$ cat src/hdl/cba_pkg.sv
package cba_pkg;

  // Store geometry
  localparam int NUM_BLOCKS = 64;
  localparam int IDX_W      = $clog2(NUM_BLOCKS);

  // Field widths
  localparam int TAG_W   = 10;
  localparam int OWNER_W = 8;
  localparam int SIZE_W  = 7;
  localparam int START_W = 6;
  localparam int RND_W   = 8;
  localparam int LIM_W   = ((IDX_W > RND_W) ? IDX_W : RND_W) + 1;

  // Tag codes
  localparam logic [TAG_W-1:0] TAG_EMPTY   = 10'h3FF;
  localparam logic [TAG_W-1:0] TAG_PADDING = 10'h3FE;

  typedef enum logic {
    OP_ALLOC = 1'b0,
    OP_FREE  = 1'b1
  } op_e;

  typedef enum logic [1:0] {
    ST_DONE      = 2'd0,
    ST_NO_SPACE  = 2'd1,
    ST_NOT_FOUND = 2'd2
  } status_e;

  typedef enum logic [1:0] {
    S_IDLE,
    S_SCAN,
    S_WRITE,
    S_RESP
  } state_e;

  // Smallest power of two not below n, zero for zero
  function automatic logic [RND_W-1:0] round_pow2(input logic [SIZE_W-1:0] n);
    logic [RND_W-1:0] r;
    r = '0;
    for (int k = RND_W - 1; k >= 0; k--) begin
      if (RND_W'(n) <= (RND_W'(1) << k)) begin
        r = RND_W'(1) << k;
      end
    end
    if (n == '0) begin
      r = '0;
    end
    return r;
  endfunction

endpackage

$ cat src/hdl/cba_if.sv
interface cba_req_if;
  logic                         valid;
  logic                         ready;
  logic                         operation;
  logic [cba_pkg::OWNER_W-1:0]  owner_id;
  logic [cba_pkg::SIZE_W-1:0]   request_size;
  logic [cba_pkg::START_W-1:0]  start_block;

  modport source (output valid, operation, owner_id, request_size, start_block,
                  input ready);
  modport sink   (input valid, operation, owner_id, request_size, start_block,
                  output ready);
endinterface

interface cba_rsp_if;
  logic                       valid;
  logic                       ready;
  logic [1:0]                 status;
  logic [cba_pkg::SIZE_W-1:0] rounded_blocks;

  modport source (output valid, status, rounded_blocks, input ready);
  modport sink   (input valid, status, rounded_blocks, output ready);
endinterface

$ cat src/hdl/contiguous_block_allocator.sv
// A request is taken only in idle; the tag ring then rotates once through the scan state to
// check or search and once more through the write state, one tag through the head cell per
// cycle, before the response state loads the output register and the block returns to idle.
// A finished response waits in the output register while the next request is taken.
// Reset: asynchronous, active low; every tag reads empty, no response pending.
module contiguous_block_allocator (
  input  logic          clk_i,
  input  logic          rst_ni,
  cba_req_if.sink       req_i,
  cba_rsp_if.source     rsp_o
);

  logic [cba_pkg::TAG_W-1:0] tags [cba_pkg::NUM_BLOCKS];
  logic [cba_pkg::TAG_W-1:0] new_tag;
  logic                      shift;

  cba_pkg::state_e                state_q, state_d;
  logic [cba_pkg::IDX_W-1:0]      idx_q, idx_d;
  cba_pkg::op_e                   op_q, op_d;
  logic [cba_pkg::OWNER_W-1:0]    owner_q, owner_d;
  logic [cba_pkg::SIZE_W-1:0]     size_q, size_d;
  logic [cba_pkg::START_W-1:0]    start_q, start_d;
  logic [cba_pkg::RND_W-1:0]      rnd_q, rnd_d;
  logic                           ok_q, ok_d;
  logic                           found_q, found_d;
  logic [cba_pkg::IDX_W-1:0]      first_q, first_d;
  logic                           out_valid_q, out_valid_d;
  cba_pkg::status_e               out_status_q, out_status_d;
  logic [cba_pkg::SIZE_W-1:0]     out_rnd_q, out_rnd_d;

  logic [cba_pkg::RND_W-1:0]      req_rnd;
  logic [cba_pkg::LIM_W-1:0]      req_end;
  logic [cba_pkg::LIM_W-1:0]      idx_ext;
  logic [cba_pkg::LIM_W-1:0]      start_ext;
  logic [cba_pkg::LIM_W-1:0]      first_ext;
  logic [cba_pkg::LIM_W-1:0]      alloc_end;
  logic [cba_pkg::LIM_W-1:0]      owner_end;
  logic [cba_pkg::LIM_W-1:0]      free_end;
  logic                           in_alloc;
  logic                           in_free;
  logic                           last_idx;
  logic                           accept;

  // Ring of tag cells: cell 0 is the head, the updated head tag re-enters at the tail
  for (genvar g = 0; g < cba_pkg::NUM_BLOCKS; g++) begin : g_cell
    logic [cba_pkg::TAG_W-1:0] link;
    if (g == cba_pkg::NUM_BLOCKS - 1) begin : g_tail
      assign link = new_tag;
    end else begin : g_mid
      assign link = tags[g+1];
    end
    cba_cell u_cell (
      .clk_i   (clk_i),
      .rst_ni  (rst_ni),
      .shift_i (shift),
      .tag_i   (link),
      .tag_o   (tags[g])
    );
  end

  // Range arithmetic on the block index now at the head
  assign req_rnd   = cba_pkg::round_pow2(req_i.request_size);
  assign req_end   = cba_pkg::LIM_W'(req_i.start_block) + cba_pkg::LIM_W'(req_rnd);
  assign idx_ext   = cba_pkg::LIM_W'(idx_q);
  assign start_ext = cba_pkg::LIM_W'(start_q);
  assign first_ext = cba_pkg::LIM_W'(first_q);
  assign alloc_end = start_ext + cba_pkg::LIM_W'(rnd_q);
  assign owner_end = start_ext + cba_pkg::LIM_W'(size_q);
  assign free_end  = first_ext + cba_pkg::LIM_W'(rnd_q);
  assign in_alloc  = (idx_ext >= start_ext) && (idx_ext < alloc_end);
  assign in_free   = (idx_ext >= first_ext) && (idx_ext < free_end);
  assign last_idx  = (idx_q == cba_pkg::IDX_W'(cba_pkg::NUM_BLOCKS - 1));
  assign accept    = req_i.valid && req_i.ready;

  assign req_i.ready = (state_q == cba_pkg::S_IDLE);
  assign shift       = (state_q == cba_pkg::S_SCAN) || (state_q == cba_pkg::S_WRITE);

  // Sequence the check pass, the write pass and the response
  always_comb begin
    state_d      = state_q;
    idx_d        = idx_q;
    op_d         = op_q;
    owner_d      = owner_q;
    size_d       = size_q;
    start_d      = start_q;
    rnd_d        = rnd_q;
    ok_d         = ok_q;
    found_d      = found_q;
    first_d      = first_q;
    out_valid_d  = out_valid_q;
    out_status_d = out_status_q;
    out_rnd_d    = out_rnd_q;
    new_tag      = tags[0];

    // Drop the response once taken
    if (rsp_o.ready) begin
      out_valid_d = 1'b0;
    end

    unique case (state_q)
      cba_pkg::S_IDLE: begin
        if (accept) begin
          op_d    = cba_pkg::op_e'(req_i.operation);
          owner_d = req_i.owner_id;
          size_d  = req_i.request_size;
          start_d = req_i.start_block;
          rnd_d   = req_rnd;
          ok_d    = (cba_pkg::LIM_W'(req_i.start_block) < cba_pkg::LIM_W'(cba_pkg::NUM_BLOCKS))
                 && (req_end <= cba_pkg::LIM_W'(cba_pkg::NUM_BLOCKS));
          found_d = 1'b0;
          first_d = '0;
          idx_d   = '0;
          state_d = cba_pkg::S_SCAN;
        end
      end
      cba_pkg::S_SCAN: begin
        // Check the range on allocate, find the owner's first block on free
        if (op_q == cba_pkg::OP_ALLOC) begin
          if (in_alloc && tags[0] != cba_pkg::TAG_EMPTY) begin
            ok_d = 1'b0;
          end
        end else if (!found_q && tags[0] == cba_pkg::TAG_W'(owner_q)) begin
          found_d = 1'b1;
          first_d = idx_q;
        end
        if (last_idx) begin
          idx_d   = '0;
          state_d = cba_pkg::S_WRITE;
        end else begin
          idx_d = idx_q + 1'b1;
        end
      end
      cba_pkg::S_WRITE: begin
        // Rewrite the head tag as it passes
        if (op_q == cba_pkg::OP_ALLOC) begin
          if (ok_q && in_alloc) begin
            new_tag = (idx_ext < owner_end) ? cba_pkg::TAG_W'(owner_q)
                                            : cba_pkg::TAG_PADDING;
          end
        end else if (found_q && in_free) begin
          new_tag = cba_pkg::TAG_EMPTY;
        end
        if (last_idx) begin
          idx_d   = '0;
          state_d = cba_pkg::S_RESP;
        end else begin
          idx_d = idx_q + 1'b1;
        end
      end
      cba_pkg::S_RESP: begin
        // Load the output register once it is free
        if (!out_valid_q || rsp_o.ready) begin
          out_valid_d = 1'b1;
          out_rnd_d   = rnd_q[cba_pkg::SIZE_W-1:0];
          if (op_q == cba_pkg::OP_ALLOC) begin
            out_status_d = ok_q ? cba_pkg::ST_DONE : cba_pkg::ST_NO_SPACE;
          end else begin
            out_status_d = found_q ? cba_pkg::ST_DONE : cba_pkg::ST_NOT_FOUND;
          end
          state_d = cba_pkg::S_IDLE;
        end
      end
      default: begin
        state_d = cba_pkg::S_IDLE;
      end
    endcase
  end

  // Control registers
  always_ff @(posedge clk_i or negedge rst_ni) begin
    if (!rst_ni) begin
      state_q     <= cba_pkg::S_IDLE;
      idx_q       <= '0;
      out_valid_q <= 1'b0;
    end else begin
      state_q     <= state_d;
      idx_q       <= idx_d;
      out_valid_q <= out_valid_d;
    end
  end

  // Request and response payload
  always_ff @(posedge clk_i) begin
    op_q         <= op_d;
    owner_q      <= owner_d;
    size_q       <= size_d;
    start_q      <= start_d;
    rnd_q        <= rnd_d;
    ok_q         <= ok_d;
    found_q      <= found_d;
    first_q      <= first_d;
    out_status_q <= out_status_d;
    out_rnd_q    <= out_rnd_d;
  end

  assign rsp_o.valid          = out_valid_q;
  assign rsp_o.status         = out_status_q;
  assign rsp_o.rounded_blocks = out_rnd_q;

  // Ring is aligned with block 0 at the head whenever the block is idle
  a_ring_aligned: assert property (@(posedge clk_i) disable iff (!rst_ni)
    (state_q == cba_pkg::S_IDLE) |-> (idx_q == '0))
    else $error("tag ring out of alignment while idle");

  // A new response only comes out of the response state
  a_rsp_source: assert property (@(posedge clk_i) disable iff (!rst_ni)
    $rose(out_valid_q) |-> ($past(state_q) == cba_pkg::S_RESP))
    else $error("response raised outside the response state");

  // Hold the response steady while the receiver stalls
  a_rsp_hold: assert property (@(posedge clk_i) disable iff (!rst_ni)
    (out_valid_q && !rsp_o.ready) |=>
      (out_valid_q && $stable(out_status_q) && $stable(out_rnd_q)))
    else $error("response changed while stalled");

endmodule

$ cat src/hdl/cba_cell.sv
module cba_cell (
  input  logic                      clk_i,
  input  logic                      rst_ni,
  input  logic                      shift_i,
  input  logic [cba_pkg::TAG_W-1:0] tag_i,
  output logic [cba_pkg::TAG_W-1:0] tag_o
);

  logic [cba_pkg::TAG_W-1:0] tag_q;

  // Hold one block tag, take the neighbor's tag on shift
  always_ff @(posedge clk_i or negedge rst_ni) begin
    if (!rst_ni) begin
      tag_q <= cba_pkg::TAG_EMPTY;
    end else if (shift_i) begin
      tag_q <= tag_i;
    end
  end

  assign tag_o = tag_q;

endmodule

$ cat src/flat_wrapper.sv
// flat-port wrapper written by rule: the top's interface ports become plain ports
module contiguous_block_allocator_flat 
  (clk_i, rst_ni, req_i_valid, req_i_operation, req_i_owner_id, req_i_request_size, req_i_start_block, req_i_ready, rsp_o_valid, rsp_o_status, rsp_o_rounded_blocks, rsp_o_ready);
  cba_req_if req_i_i ();
  cba_rsp_if rsp_o_i ();
  input  logic clk_i;
  input  logic rst_ni;
  input wire logic [$bits(req_i_i.valid)-1:0] req_i_valid;
  input wire logic [$bits(req_i_i.operation)-1:0] req_i_operation;
  input wire logic [$bits(req_i_i.owner_id)-1:0] req_i_owner_id;
  input wire logic [$bits(req_i_i.request_size)-1:0] req_i_request_size;
  input wire logic [$bits(req_i_i.start_block)-1:0] req_i_start_block;
  output wire logic [$bits(req_i_i.ready)-1:0] req_i_ready;
  output wire logic [$bits(rsp_o_i.valid)-1:0] rsp_o_valid;
  output wire logic [$bits(rsp_o_i.status)-1:0] rsp_o_status;
  output wire logic [$bits(rsp_o_i.rounded_blocks)-1:0] rsp_o_rounded_blocks;
  input wire logic [$bits(rsp_o_i.ready)-1:0] rsp_o_ready;
  assign req_i_i.valid = req_i_valid;
  assign req_i_i.operation = req_i_operation;
  assign req_i_i.owner_id = req_i_owner_id;
  assign req_i_i.request_size = req_i_request_size;
  assign req_i_i.start_block = req_i_start_block;
  assign req_i_ready = req_i_i.ready;
  assign rsp_o_valid = rsp_o_i.valid;
  assign rsp_o_status = rsp_o_i.status;
  assign rsp_o_rounded_blocks = rsp_o_i.rounded_blocks;
  assign rsp_o_i.ready = rsp_o_ready;
  contiguous_block_allocator u_core (.clk_i(clk_i), .rst_ni(rst_ni), .req_i(req_i_i), .rsp_o(rsp_o_i));
endmodule
$ cat config.mk
export PLATFORM = sky130hd
export DESIGN_NAME = contiguous_block_allocator_flat
export DESIGN_NICKNAME = d
export VERILOG_FILES = /design/src/hdl/cba_pkg.sv /design/src/hdl/cba_if.sv /design/src/hdl/contiguous_block_allocator.sv /design/src/hdl/cba_cell.sv /design/src/flat_wrapper.sv
export SDC_FILE = /design/constraint.sdc
export NUM_CORES = 1
export LEC_CHECK = 0
export BUFFER_PORTS_ARGS = -buffer_cell sky130_fd_sc_hd__buf_4
export CORE_ASPECT_RATIO = 1.4
export CORE_UTILIZATION = 48
export DETAILED_ROUTE_END_ITERATION = 8
export HOLD_SLACK_MARGIN = 0.05
export PLACE_DENSITY = 0.64
export RECOVER_POWER = 50
export SYNTH_ARGS = -nofsm -noshare
export SYNTH_HDL_FRONTEND = slang
export SYNTH_HIERARCHICAL = 1
export SYNTH_SLANG_ARGS = --single-unit
$ cat constraint.sdc
create_clock -name clk_i -period 4.8 [get_ports clk_i]
set_clock_uncertainty 0.15 [all_clocks]
set_input_delay 0.48 -clock clk_i [delete_from_list [all_inputs] [get_ports clk_i]]
set_output_delay 0.48 -clock clk_i [all_outputs]
set_load 0.05 [all_outputs]
After elaboration in Yosys (flattened, before gate mapping)

Index checks and enable logic that the tools add are counted.

Register bits: 696
Output and inout bits: 11
Logic and storage cells: 171

$add $sub $neg: 5
Magnitude comparators: 14
Equal/unequal tests: 14
Muxes and demuxes: 39
Reductions and logical operators: 22

Operator list:

| cell                   | number |
|---|---|
| $mux W8                | 9 |
| $mux W10               | 5 |
| $add A6 B8 Y9          | 3 |
| $lt A6 B9 Y1           | 3 |
| $mux W6                | 4 |
| $pmux W6 S2            | 2 |
| $ge A6 B6 Y1           | 2 |
| $mux W2                | 6 |
| $reduce_and A4 Y1      | 3 |
| $eq A10 B8 Y1          | 1 |
| $mux W1                | 10 |
| $ne A10 B10 Y1 const B | 1 |
| $le A9 B7 Y1 const B   | 1 |
| $add A6 B7 Y8          | 1 |
| $le A7 B8 Y1 const B   | 1 |
| $ne A2 B1 Y1 const B   | 4 |
| $ne A2 B2 Y1 const B   | 4 |
| $pmux W2 S4            | 1 |
| $le A7 B1 Y1 const B   | 1 |
| $le A7 B2 Y1 const B   | 1 |
| $le A7 B3 Y1 const B   | 1 |
| $le A7 B4 Y1 const B   | 1 |
| $le A7 B5 Y1 const B   | 1 |
| $le A7 B6 Y1 const B   | 1 |
| other kinds (14)       | 27 |

Depth between registers and ports, before layout

Word-level depth: 14
Mapped depth: 16

By module

The synthesis kept the hierarchy.

By module, submodules not included:

| module                     | times used | cells each | area each (um^2) | seq. area each (um^2) |
|---|---|---|---|---|
| cba_cell                   | 64         | 21         | 424.2            | 262.8 |
| contiguous_block_allocator | 1          | 375        | 3978.8           | 1636.6 |

Worst setup path before layout

OpenSTA, ideal clock, no wires.

Path kind: register to register
From: reg u_core.state_q[0]
To: reg u_core/idx_q[2] (netlist bit)
Setup time: 0.121 ns
Arrival: 3.341 ns
Required time: 4.529 ns
Setup slack: 1.188 ns
Stages on the path, launching flop included: 6
Path buffers: 1
Cells stage by stage: dfrtp_1 -> inv_1 -> ha_1 -> clkbuf_1 -> o21ai_0 -> a22o_1

Cells in the longest elaborated chain, start to end: 4
Elaborated cells on any way between the ends: 9

Ends and longest elaborated chain:

| what                                                                            | RTL line                          | source |
|---|---|---|
| start, declared                                                                 | contiguous_block_allocator.sv:17  | `cba_pkg::state_e state_q, state_d;` |
| start signal, assigned                                                          | contiguous_block_allocator.sv:172 | `state_q <= cba_pkg::S_IDLE;` |
| start signal, assigned                                                          | contiguous_block_allocator.sv:176 | `state_q <= state_d;` |
| $eq A2 B2 Y1 (tied with other cells)                                            | contiguous_block_allocator.sv:100 | `unique case (state_q)` |
| $reduce_or A2 Y1 (no source line) / $logic_and A1 B1 Y1 (equally long branches) | -                                 |  |
| $reduce_bool A2 Y1 (no source line) / $ne A2 B2 Y1 (equally long branches)      | -                                 |  |
| $reduce_and A2 Y1 (no source line)                                              | -                                 |  |
| end signal, assigned                                                            | contiguous_block_allocator.sv:177 | `idx_q <= idx_d;` |
| end, declared                                                                   | contiguous_block_allocator.sv:18  | `logic [cba_pkg::IDX_W-1:0] idx_q, idx_d;` |

Parallel ways exist; a longest one is shown, timed or not.
A chain may end at the register's enable or synchronous reset.

Worst setup path in the final report

From: in req_i_request_size[3]
To: reg u_core.ok_q, data pin

Elaborated cells on any way between the ends: 22

RTL lines:

| what                        | RTL line                          | source |
|---|---|---|
| start, declared             | flat_wrapper.sv:11                | `input wire logic [$bits(req_i_i.request_size)-1:0] req_i_request_size;` |
| $le A7 B7 Y1                | cba_pkg.sv:42                     | `if (RND_W'(n) <= (RND_W'(1) << k)) begin` |
| $mux W8 (7 in a row)        | cba_pkg.sv:42                     |  |
| $mux W8 *                   | cba_pkg.sv:46                     | `if (n == '0) begin` |
| via u_core.req_rnd, one bit | contiguous_block_allocator.sv:31  | `logic [cba_pkg::RND_W-1:0] req_rnd;` |
| $add A6 B8 Y9 *             | contiguous_block_allocator.sv:63  | `assign req_end = cba_pkg::LIM_W'(req_i.start_block) + cba_pkg::LIM_W'(req_rnd);` |
| $le A9 B7 Y1 *              | contiguous_block_allocator.sv:109 | `&& (req_end <= cba_pkg::LIM_W'(cba_pkg::NUM_BLOCKS));` |
| $mux W1 *                   | contiguous_block_allocator.sv:102 | `if (accept) begin` |
| $pmux W1 S2 *               | contiguous_block_allocator.sv:100 |  |
| end signal, assigned        | contiguous_block_allocator.sv:189 | `ok_q <= ok_d;` |
| end, declared               | contiguous_block_allocator.sv:24  | `logic ok_q, ok_d;` |

The timed path passes the listed nets; every way through them passes the cells marked *. The select of a mux whose other input is x is not followed.

==> metrics.md <==
| Metric | Value |
|---|---|
| Status | complete, but fails checks |
| Failing checks | max-capacitance violations, max-slew violations |
| Min-Delay Endpoint | u_core/rsp_o.rounded_blocks[0]$_DFFE_PP_ |
| Worst path slowest cell | or4_1 |
| Worst setup margin | slightly below 1 ns |
| Buffers & Inverters on Critical Path | 2 |
| CP Class | in -> reg |
| Pre-antenna DRT Iters | 5 |
| Sw Ratio | 0.3186 |
| Unrepaired setup endpoints after global routing | no |
| Post-CTS Resized | 0 |
| DRT antenna net count | 0 |
| Final Max Slew Viols | around 190 |
| Crit path cell chain | dlygate4sd3_1 -> clkbuf_1 -> or4_1 -> nor4b_1 -> ha_1 -> a21o_1 -> a21o_1 -> a211oi_1 -> o21bai_1 -> o21ai_0 -> a21oi_1 -> a311oi_1 |
| YS warnings | 6 |
| Clock period minus worst slack | 3.834 ns |
| Max Cap Viol | 2 |
| Net Switching | approximately 6.4 mW |
| First-pass GRT wire length | roughly 78 mm |
| Layout area overhead | 10.56% |
| Post-CTS setup buffer count | 0 |
| Slew headroom | -1.023 |
| Top Family by Delay on Critical Path | compound AO/OA/AOI/OAI gates |
| Cell Rows | between 100 and 150 |
| Grt total ovfl | 0 |
| HP Class | reg -> reg |
| Post-Synthesis Cells | between 1500 and 2000 |
| FF-to-FF path depth | 15 |
| Placer Congestion | 0.7793 |
| CTS tree | built |
| TritonCTS Buffers | 69 |
| Remaining DRCs | 0 |
| Vias in the first global route | between 15000 and 20000 |
| Core Region | ~0.064 mm^2 |
| CP startpoint kind | input port |
| Reg-to-reg endpoint | u_core/g_cell[63].u_cell/tag_o[7]$_DFFE_PN1P_ |
| Clk Latency, worst-skew pair | between 0.5 and 0.6 ns |
| Pwr Density | approximately 580 mW/mm^2 |
| Antenna cells | 0 |
| Cell area after layout | approximately 0.034 mm^2 |
| FMAX | about 0.26 GHz |
| DIE HEIGHT | between 300 and 400 um |
| Clock slew at the register clock pins of the worst setup and hold paths | 0.06 ns |
| Syn_area_per_cell | about 18 um^2 |
| Max incr delay on CP | roughly 0.6 ns |
| Peak supply drop | approximately 690 uV |
| Detailed Route WL | 46.07 mm |
| Initial Utilization | 0.4843 |
| HPWL Detailed | roughly 26 mm |
| Clock network power share | 0.269 |
| Placed cell area | about 0.032 mm^2 |
| Final Cycle Share | 0.7988 |
| Min Hold Slack | roughly 0.38 ns |
| Static Leakage | around 15 nW |
| Synthesized area | between 0.03 and 0.04 mm^2 |
| Sequential share of the synthesized area | 0.5929 |
| Clock Sinks | 696 |
| Root Driver | clkbuf_16 |
| Crit end category | register |
| Die area | around 0.066 mm^2 |
| Reg2Reg Launch Point | u_core/rnd_q[1]$_DFFE_PP_ |
| Flops & latches, synth | roughly 700 |
| Buffers on Ports | 36 |
| Hold path start | u_core/rnd_q[0]$_DFFE_PP_ |
| GRT Overall Usage | 0.1442 |
| Tot Pwr | approximately 20 mW |
| Pin count of the biggest net entering global routing | 120 |
| Sequential share of power | 0.380 |
| Ys async rst share | 0.9325 |
| Hold depth | 0 |
| Initial antenna violation count | 0 |
| Post-DR wirelength/cell | 17.13 um |
| Top cell by count, worst path | a21o_1 |
| Number of H-tree levels | 3 |
| Drt initial violations | about 600 |
| Final setup viols | 0 |
| Arrival time worst endpoint | around 4.1 ns |
| Post-synth EDFFs | 47 |
| Dpl ws | around 0.97 ns |
| Fin nets | around 1900 |
| Die X | roughly 220 um |
| Worst R2R Setup Slack | around 1.2 ns |
| Clk buf depth | 3 |
| Boundary Pins | 37 |
| Req. time, crit path | 5.04 ns |
| Critical path fanouts, max | 10 |
| Layout cells sized above 1 | 0.7697 |
| Distinct cells, synth | 53 |
| Vias/cell | 5.097 |
| Design internal power | between 10 and 15 mW |
| DR vias | 13710 |
| Combinational cell fraction of total power | 0.351 |
| Top_reg_cell synth | dfstp_2 |
| Final Hold Viols | 0 |
| Post-synthesis net count | roughly 1800 |
| Total negative slack | 0 ns |
| Slew @ Worst Pin | a little over 3 ns |
## routing by layer
layer / GRT usage / wire length (um) / up-vias
met5: 0 / 0 / -
met4: 0.05047 / 1057 / 0
met3: 0.02579 / 1288 / 84
met2: 0.2281 / 21910 / 130
met1: 0.2000 / 21820 / 7222
li1: - / - / 6276
## worst max-delay path by stage
stage,to,cells past startpoint,start,slack (ns)
5_1_grt,u_core/g_cell[6].u_cell/tag_o[1]$_DFFE_PN1P_,2,rst_ni,0.54
6_report,u_core/ok_q$_SDFFCE_PP0P_,12,req_i_request_size[3],0.97
3_5_place_dp,u_core/ok_q$_SDFFCE_PP0P_,11,req_i_request_size[3],0.97
4_1_cts,u_core/ok_q$_SDFFCE_PP0P_,12,req_i_request_size[3],1.04
2_1_floorplan,u_core/idx_q[2]$_DFFE_PN0P_,5,u_core/state_q[0]$_DFFE_PN0P_,1.19
3_3_place_gp,u_core/ok_q$_SDFFCE_PP0P_,11,req_i_request_size[3],1.01
## cell families after synthesis
logic type               Yosys count  synth area share
buffers and inverters             95           0.02689
flip-flops                       696            0.5929
multiplexers                     642            0.3094
XOR/XNOR                          21          0.005909
AO/OA/AOI/OAI                    110           0.02352
AND/OR/NAND/NOR                   95           0.01636
adder cells (fa/ha/maj)           60           0.02508
## power by group through the flow
stage          clock network [mW]  registers [mW]  logic [mW]
2_1_floorplan                   0            7.54        6.80
4_1_cts                      5.58            7.59        7.12
5_1_grt                      5.80            7.68        7.45
3_5_place_dp                    0            7.66        7.06
3_3_place_gp                    0            7.64        6.97
6_report                     5.36            7.58        7.01
## through the flow
step	instances	util
after floorplan	1719	-
after global placement	2546	0.4985
after detailed placement	2546	0.4985
after CTS	2690	0.5376
after global routing	2690	0.5354
final	2690	0.5354
## repair_timing
item | CTS | global route
setup endpoints to repair | 0 | 0
hold buffers | 23 | 0
hold endpoints to repair | 23 | 0
## synth_stat cells, types with 2 or more instances
library cell / number / area share
a2111oi_0: 2 / 0.00056
a211o_1: 2 / 0.00056
a211oi_1: 3 / 0.00072
a21o_1: 9 / 0.0022
a21oi_1: 28 / 0.0045
a22o_1: 3 / 0.00084
and2_1: 9 / 0.0018
and3_1: 2 / 0.00040
buf_6: 64 / 0.023
clkbuf_1: 5 / 0.00060
dfrtp_1: 9 / 0.0072
dfstp_2: 640 / 0.54
edfxtp_1: 47 / 0.045
fa_1: 4 / 0.0026
ha_1: 56 / 0.023
inv_1: 26 / 0.0031
mux2_4: 640 / 0.31
mux2i_1: 2 / 0.00064
nand2_1: 23 / 0.0028
nand2b_1: 10 / 0.0020
nand3_1: 6 / 0.00096
nand4_1: 7 / 0.0014
nor2_1: 11 / 0.0013
nor2b_1: 4 / 0.00080
nor3_1: 7 / 0.0011
nor3b_1: 2 / 0.00048
nor4_1: 3 / 0.00060
nor4b_1: 2 / 0.00056
o211ai_1: 4 / 0.00096
o21a_1: 9 / 0.0022
o21ai_0: 25 / 0.0040
o21bai_1: 3 / 0.00072
o22a_1: 7 / 0.0020
o22ai_1: 2 / 0.00040
or3_1: 4 / 0.00080
or4_1: 3 / 0.00072
xnor2_1: 7 / 0.0020
xor2_1: 14 / 0.0039
## state kept, by name (all words and copies together) (netlist names)
signal	flops
u_core/rsp_o.valid	1
u_core/rsp_o.status	2
u_core/g_cell.u_cell/tag_o	640
u_core/op_q	1
u_core/rnd_q	8
u_core/owner_q	8
u_core/found_q	1
u_core/first_q	6
u_core/start_q	6
u_core/ok_q	1
u_core/size_q	7
u_core/state_q	2
u_core/idx_q	6
u_core/rsp_o.rounded_blocks	7
## cells in the final DEF (no fill, tap or decap), types with 9 or more instances in the layout
cell type / count
mux2_4: 640
dfstp_2: 640
clkbuf_16: 72
ha_1: 55
edfxtp_1: 47
clkbuf_1: 38
a21oi_1: 28
inv_1: 26
o21ai_0: 25
dlygate4sd3_1: 23
nand2_1: 23
clkbuf_8: 20
buf_4: 14
xor2_1: 14
nor2_1: 11
nand2b_1: 10
buf_12: 10
o21a_1: 9
a21o_1: 9
dfrtp_1: 9
## final cells by class
class | instances | area, um^2
inverters | 26 | 97.59
clock inverters | 14 | 148.9
repair buffers | 79 | 679.4
clock buffers | 107 | 2133
multi-input cells | 928 | 11850
well taps | 840 | 1051
fillers | 5024 | 29860
flip-flops and latches | 696 | 18450
## worst reg2reg max path: stages, from the launching register on
cell	delay, ns
edfxtp_1	0.46
inv_1	0.14
fa_1	0.47
inv_1	0.09
a21o_1	0.13
a21oi_1	0.08
xor2_1	0.15
ha_1	0.30
nand4_1	0.09
a21oi_1	0.13
a211o_1	0.12
a21oi_1	0.07
o211ai_1	0.32
nand2_1	0.31
o22a_1	0.27
mux2_4	0.25
Note: power is estimated with default switching activity, not from simulation.
